File: src/sv/sle_pkg.sv
package sle_pkg;

  // Default line length, terminator slot included.
  localparam int LINE_BYTES_DEF = 32;

  // Character codes the editor reacts to.
  localparam logic [7:0] CHAR_BELL  = 8'h07;
  localparam logic [7:0] CHAR_BS    = 8'h08;
  localparam logic [7:0] CHAR_CR    = 8'h0D;
  localparam logic [7:0] CHAR_SPACE = 8'h20;
  localparam logic [7:0] CHAR_DEL   = 8'h7F;
  localparam logic [7:0] CHAR_NUL   = 8'h00;

  // Output channel codes.
  localparam logic CH_ECHO = 1'b0;
  localparam logic CH_LINE = 1'b1;

  // Letters, digits and space are kept in the line.
  function automatic logic is_storable(input logic [7:0] c);
    logic res;
    res = ((c >= 8'h61) && (c <= 8'h7A)) || ((c >= 8'h41) && (c <= 8'h5A)) ||
          ((c >= 8'h30) && (c <= 8'h39)) || (c == CHAR_SPACE);
    return res;
  endfunction

  // Upper-case letters are folded to lower case; everything else passes.
  function automatic logic [7:0] to_lower(input logic [7:0] c);
    logic [7:0] res;
    res = ((c >= 8'h41) && (c <= 8'h5A)) ? (c + 8'h20) : c;
    return res;
  endfunction

endpackage

File: src/sv/serial_line_editor.sv
// Serial line editor.
// Input channel rx_byte/rx_valid/rx_ready takes one received terminal byte per
// item. Output channel channel/data/last/out_valid/out_ready gives the results
// of that item: echo bytes on channel 0, the finished line on channel 1, and
// last marks the final result of an item. Bytes that cause nothing produce no
// result.
// Each result passes through the sequencer state and then the output register; a
// carriage return on a non-empty line first passes through S_FETCH, as it first
// reads the line memory.
// An item that echoes one byte gives one result, a backspace gives three, and a
// carriage return reads the line memory, then sends one stored byte per cycle
// while the receiver does not stall, then the terminator; on an empty line it
// sends only the terminator. Ignored bytes give no result.
// rx_ready is high only while no item is being worked on, but the last result
// of an item may still wait in the output register while the next item is
// taken in.
// Reset empties the line; the memory itself is not cleared, since only
// entries below the fill count are ever read.
// When the receiver stalls, the output register holds its result and the
// block waits, with no result lost or repeated.
module serial_line_editor
  import sle_pkg::*;
#(
  parameter int LINE_BYTES = LINE_BYTES_DEF
) (
  input  logic       clk,
  input  logic       rst,
  input  logic [7:0] rx_byte,
  input  logic       rx_valid,
  output logic       rx_ready,
  output logic       channel,
  output logic [7:0] data,
  output logic       last,
  output logic       out_valid,
  input  logic       out_ready
);

  localparam int CAPACITY = LINE_BYTES - 1;
  localparam int CW = $clog2(LINE_BYTES);
  localparam int AW = (CAPACITY > 1) ? $clog2(CAPACITY) : 1;
  localparam logic [CW-1:0] CAP_C = CW'(CAPACITY);

  typedef enum logic [5:0] {
    S_IDLE  = 6'b000001,
    S_ECHO  = 6'b000010,
    S_BS    = 6'b000100,
    S_FETCH = 6'b001000,
    S_LINE  = 6'b010000,
    S_TERM  = 6'b100000
  } state_t;

  state_t          state, state_next;
  logic [CW-1:0]   fill_count, fill_count_next;
  logic [CW-1:0]   rd_idx, rd_idx_next;
  logic [CW-1:0]   rd_idx_inc;
  logic [7:0]      echo_byte, echo_byte_next;
  logic [1:0]      bs_step, bs_step_next;

  logic            accept, out_free, rd_last, line_full;
  logic            push, push_channel, push_last;
  logic [7:0]      push_data;

  logic            ram_we;
  logic [AW-1:0]   ram_waddr, ram_raddr;
  logic [7:0]      ram_wdata, ram_rdata;

  assign rx_ready   = (state == S_IDLE);
  assign accept     = rx_valid && rx_ready;
  assign out_free   = !out_valid || out_ready;
  assign line_full  = (fill_count == CAP_C);
  assign rd_idx_inc = rd_idx + 1'b1;
  assign rd_last    = (rd_idx_inc == fill_count);

  // Storable bytes are written at the fill position as they are accepted, unless the line is full.
  assign ram_we    = accept && is_storable(rx_byte) && !line_full;
  assign ram_waddr = fill_count[AW-1:0];
  assign ram_wdata = to_lower(rx_byte);

  // Read ahead by one entry whenever a line byte other than the last leaves, else hold the address.
  assign ram_raddr = ((state == S_LINE) && out_free && !rd_last) ?
                     rd_idx_inc[AW-1:0] : rd_idx[AW-1:0];

  sle_ram #(
    .WIDTH(8),
    .DEPTH(CAPACITY)
  ) u_line_ram (
    .clk  (clk),
    .we   (ram_we),
    .waddr(ram_waddr),
    .wdata(ram_wdata),
    .raddr(ram_raddr),
    .rdata(ram_rdata)
  );

  // Sequencer: decode an accepted byte, then issue its results one by one.
  always_comb begin
    state_next      = state;
    fill_count_next = fill_count;
    rd_idx_next     = rd_idx;
    echo_byte_next  = echo_byte;
    bs_step_next    = bs_step;
    push            = 1'b0;
    push_channel    = CH_ECHO;
    push_data       = CHAR_NUL;
    push_last       = 1'b0;
    case (state)
      S_IDLE: begin
        if (accept) begin
          if (rx_byte == CHAR_CR) begin
            rd_idx_next = '0;
            state_next  = (fill_count == '0) ? S_TERM : S_FETCH;
          end else if ((rx_byte == CHAR_BS) || (rx_byte == CHAR_DEL)) begin
            if (fill_count != '0) begin
              fill_count_next = fill_count - 1'b1;
              bs_step_next    = 2'd0;
              state_next      = S_BS;
            end
          end else if (is_storable(rx_byte)) begin
            if (line_full) begin
              echo_byte_next = CHAR_BELL;
            end else begin
              echo_byte_next  = rx_byte;
              fill_count_next = fill_count + 1'b1;
            end
            state_next = S_ECHO;
          end
        end
      end
      S_ECHO: begin
        if (out_free) begin
          push       = 1'b1;
          push_data  = echo_byte;
          push_last  = 1'b1;
          state_next = S_IDLE;
        end
      end
      S_BS: begin
        if (out_free) begin
          push         = 1'b1;
          push_data    = (bs_step == 2'd1) ? CHAR_SPACE : CHAR_BS;
          push_last    = (bs_step == 2'd2);
          bs_step_next = bs_step + 2'd1;
          if (bs_step == 2'd2) begin
            state_next = S_IDLE;
          end
        end
      end
      S_FETCH: begin
        // First entry is being read from the memory.
        state_next = S_LINE;
      end
      S_LINE: begin
        if (out_free) begin
          push         = 1'b1;
          push_channel = CH_LINE;
          push_data    = ram_rdata;
          rd_idx_next  = rd_idx_inc;
          if (rd_last) begin
            state_next = S_TERM;
          end
        end
      end
      S_TERM: begin
        if (out_free) begin
          push            = 1'b1;
          push_channel    = CH_LINE;
          push_data       = CHAR_NUL;
          push_last       = 1'b1;
          fill_count_next = '0;
          state_next      = S_IDLE;
        end
      end
      default: begin
        state_next = S_IDLE;
      end
    endcase
  end

  // Control registers.
  always_ff @(posedge clk) begin
    if (rst) begin
      state      <= S_IDLE;
      fill_count <= '0;
      rd_idx     <= '0;
      bs_step    <= 2'd0;
    end else begin
      state      <= state_next;
      fill_count <= fill_count_next;
      rd_idx     <= rd_idx_next;
      bs_step    <= bs_step_next;
    end
  end

  always_ff @(posedge clk) begin
    echo_byte <= echo_byte_next;
  end

  // Output register: loaded on a push, emptied when the receiver takes it.
  always_ff @(posedge clk) begin
    if (rst) begin
      out_valid <= 1'b0;
    end else if (push) begin
      out_valid <= 1'b1;
    end else if (out_ready) begin
      out_valid <= 1'b0;
    end
  end

  always_ff @(posedge clk) begin
    if (push) begin
      channel <= push_channel;
      data    <= push_data;
      last    <= push_last;
    end
  end

endmodule

File: src/sv/sle_ram.sv
module sle_ram #(
  parameter int WIDTH = 8,
  parameter int DEPTH = 31
) (
  input  logic                                   clk,
  input  logic                                   we,
  input  logic [((DEPTH > 1) ? $clog2(DEPTH) : 1)-1:0] waddr,
  input  logic [WIDTH-1:0]                       wdata,
  input  logic [((DEPTH > 1) ? $clog2(DEPTH) : 1)-1:0] raddr,
  output logic [WIDTH-1:0]                       rdata
);

  logic [WIDTH-1:0] mem [DEPTH];

  // One write port, one read port with registered data.
  always_ff @(posedge clk) begin
    if (we) begin
      mem[waddr] <= wdata;
    end
    rdata <= mem[raddr];
  end

endmodule

File: config.mk
export PLATFORM = sky130hd
export DESIGN_NAME = serial_line_editor
export DESIGN_NICKNAME = d
export VERILOG_FILES = /design/src/sv/sle_pkg.sv /design/src/sv/serial_line_editor.sv /design/src/sv/sle_ram.sv
export SDC_FILE = /design/constraint.sdc
export NUM_CORES = 1
export LEC_CHECK = 0
export ABC_AREA = 1
export BUFFER_PORTS_ARGS = -buffer_cell sky130_fd_sc_hd__buf_2
export CELL_PAD_IN_SITES_DETAIL_PLACEMENT = 2
export CELL_PAD_IN_SITES_GLOBAL_PLACEMENT = 2
export CORE_MARGIN = 10
export CORE_UTILIZATION = 37
export DETAILED_ROUTE_END_ITERATION = 10
export PLACE_DENSITY = 0.73
export SETUP_SLACK_MARGIN = 0.1
export SYNTH_ARGS = -nofsm -noshare
export SYNTH_HDL_FRONTEND = slang
export SYNTH_SLANG_ARGS = --single-unit
File: constraint.sdc
create_clock -name clk -period 3.5 [get_ports clk]
set_input_delay 0.875 -clock clk [delete_from_list [all_inputs] [get_ports clk]]
set_output_delay 0.875 -clock clk [all_outputs]
set_load 0.01 [all_outputs]
==> results.md <==
* Final critical delay including setup and external delays at 3189 ps
* Largest fanout on the critical path at 16
* Critical Setup Path Class: register to register
* Remaining global-route overflow at 0
* Gate Count Post-Synth at 1427
* Post-detailed-route DRC marker count at 0
* Routed wirelength normalized by instance count at 23.07 µm
* Highest cell delay on the worst timing path at 600 ps
* Pin slew with the least headroom to its limit at 1386 ps
* Initial antenna violation count at 0
* Buffers added on ports at 23
* Number of nets in the synthesized netlist at 1449
* IR drop worst, VDD at approximately 0.0004 V
* Starting density of the core at 0.3745
* Total die area at about 45000 µm²
* Core Footprint at 36520 µm²
* Final ANT Viol Nets at 0
* Number of hold-slack violations in the final timing report at 0
* GRT Total Usage at 0.2040
* Total cell area at the placement stage at approximately 15000 µm²
* Count of standard-cell rows at 70
* Async set or reset register ratio after synthesis at 0
* Post-detail-place hpwl at 30040 µm
* Slowest cell on the critical path: o21ai_2
* Horizontal die dimension at roughly 210 µm
* Flip-flop cell with the highest count after synthesis: edfxtp_1
* Number of clock sinks seen by CTS at approximately 290
* Kind of end point of the critical path: register
* Synthesized cell area at 13680 µm²
* CTS Root Buffer Type: clkbuf_16
* Arrival @ worst endpoint at 3580 ps
* Worst hold slack at 497.5 ps
* Number of buffers and inverters on the critical path at 2
* Cell mode on critical path: nand2_1
* CP required at a little under 4000 ps
* Max Fclk at around 310 MHz
* Final cell area excluding filler cells at 15790 µm²
* CTS clock-pin slew for the worst setup and hold paths at roughly 60 ps
* Hold WC Path Type: register to register
* First-pass GRT wire length at 69790 µm
* Pin count of the biggest net entering global routing at 65
* TritonCTS clock tree: built
* First drt pass iteration count at 5
* Number of inserted diodes at 0
* Power density normalized to cell area at around 540 nW/µm²
* Leading cell types in the layout, fill and taps excluded: 328 x nand3_1, 290 x inv_1, 274 x nand2_1, 266 x edfxtp_1, 66 x nor2_1
* Overall die height at between 200 and 250 µm
* Deepest clock path buffer count at 3
* RePlAce Congestion at roughly 0.9
* Number of vias per cell after detailed routing at 5.239
* H-tree levels at 2
* Yosys cell types at 38
* Number of global-route vias before repair at roughly 11000
* Aggregate routed wire length at 45700 µm
* Headroom to the max-slew limit at 0.07582
* Critical path launch point type: register
* Number of enable flip-flop cells after synthesis at roughly 270
* Share of the yosys chip area belonging to registers at 0.6235
* Final setup violating endpoints at 0
* CP cell instances: ha_1 > inv_2 > nand2_1 > nand2_1 > nor2_1 > nand3_1 > nor2_1 > nand3_2 > nand2_4 > o21ai_2 > inv_2 > nand3_1 > nand2_1 > nand2_1 > nand2_1
* Number of flip-flops and latches in the synthesized netlist at approximately 300
* Setup skew after layout at 23.48 ps
* Detailed router's first-iteration violation count at between 600 and 700
* Category of cells accounting for the largest share of critical-path delay: simple AND/OR/NAND/NOR gates
* Fillers at between 3000 and 4000
* Syn. warnings at 0
* Max-capacitance violation count at 0
* Total design power at ~8.6 mW
* Share of cells above drive strength 1 at 0.1031
* Clock latency on the worst-skew pair at 530 ps
* Cts hold-fix bufs at 0
* Most common cell after layout, fill and taps aside: nand3_1
* Setup repair after global routing missed its margin: no
* P_leak at 6.701 nW
* Syn Area/Cell at 9.584 µm²
* Final Net Count at 1509
* Area added between synthesis and finish at 15.44%
* Final worst path period share at 0.9111
* Run status: finished, final reports clean
* Total via count in the routed design at around 10000
* Max-slew violation count at 0
* Clock buffer count from CTS at 36
* Boundary Pins at 24
-- state kept, by name, indices dropped and copies added (netlist names), 2 cells and up --
register and flops:
data 8, echo_byte 8, rd_idx 5, bs_step 2, u_line_ram.mem 248, state 6, fill_count 5, u_line_ram.rdata 8
-- report_power, final --
part / total [mW] / internal [mW] / switching [mW]
registers: 4.02 / 3.93 / 0.0803
logic: 0.866 / 0.244 / 0.622
clock network: 3.70 / 2.19 / 1.51
total: 8.58 / 6.37 / 2.21
-- timing repair --
action | in CTS | in global routing
buffers inserted | 0 | 5
endpoints found under the setup margin | 0 | 8
gates resized for setup | 0 | 1
-- final cells by class --
type / count / area (µm²) / area share
flip-flops and latches: 293 / 8528 / 0.5401
well taps: 468 / 585.6 / 0.03709
clock buffers: 48 / 975.9 / 0.06181
inverters: 298 / 1119 / 0.07085
clock inverters: 16 / 176.4 / 0.01117
multi-input cells: 776 / 3721 / 0.2357
repair buffers: 82 / 683.2 / 0.04327
-- path summary, 6_finish.rpt --
check | from | to | slack [ps] | depth (start not counted)
max | rd_idx[1]$_SDFFE_PP0P_ | u_line_ram.rdata[0]$_DFF_P_ | 310 | 15
min | state[4]$_SDFFE_PP0P_ | state[4]$_SDFFE_PP0P_ | 500 | 2
max reg2reg | rd_idx[1]$_SDFFE_PP0P_ | u_line_ram.rdata[0]$_DFF_P_ | 310 | 15
min reg2reg | state[4]$_SDFFE_PP0P_ | state[4]$_SDFFE_PP0P_ | 500 | 2
-- logic make-up after synthesis --
family / count (synthesis) / share of synthesized area
AOI/OAI and AO/OA: 61 / 0.02891
adders and majority gates: 10 / 0.009697
xor gates and xnor gates: 4 / 0.002561
buffers and inverters: 358 / 0.1072
and+or+nand+nor: 701 / 0.2281
DFF: 293 / 0.6235
-- through the flow --
stage,utilization,instances,setup WS [ps],TNS [ps]
final,0.4323,1981,311.2,0
after global placement,0.3992,1912,36.69,0
after floorplan,-,1427,136.6,0
after detailed placement,0.3992,1912,-108.4,-1704
after CTS,0.4308,1976,100.7,0
after global routing,0.4323,1981,100.2,0
-- cell usage after synthesis, types with 2 or more instances --
master	count	share of area
nand4_1	11	0.0050
buf_6	7	0.0058
inv_1	290	0.080
nand2_2	6	0.0027
o41ai_1	2	0.0013
dfxtp_1	27	0.040
edfxtp_1	266	0.58
o21ai_0	16	0.0059
o21ai_4	2	0.0024
inv_2	8	0.0022
a21oi_1	20	0.0073
ha_1	9	0.0082
nand2_1	275	0.075
a22o_1	5	0.0032
o211ai_1	2	0.0011
a31oi_1	3	0.0014
nor4_1	3	0.0014
o2111ai_1	2	0.0013
buf_4	10	0.0055
o21ai_2	2	0.0013
nand3_1	329	0.12
buf_2	26	0.0095
nor2_1	66	0.018
clkbuf_1	16	0.0044
xor2_1	4	0.0026
nor3_1	8	0.0029
-- worst reg2reg max path: stages, from the launching register on --
cell     delay [ps]
dfxtp_1         460
ha_1            360
inv_2           130
nand2_1          60
nand2_1          90
nor2_1           40
nand3_1          70
nor2_1           60
nand3_2         140
nand2_4         170
o21ai_2         600
inv_2           350
nand3_1         250
nand2_1          80
nand2_1         120
nand2_1          80
-- routing by layer --
metal / GRT usage / up-vias / wire, µm
met1: 0.2654 / 5341 / 20360
met5: 0 / - / 0
met4: 0.05761 / 0 / 1077
met3: 0.02238 / 65 / 1438
met2: 0.3518 / 166 / 22820
li1: - / 4806 / -
(Power assumes the default switching activity.)
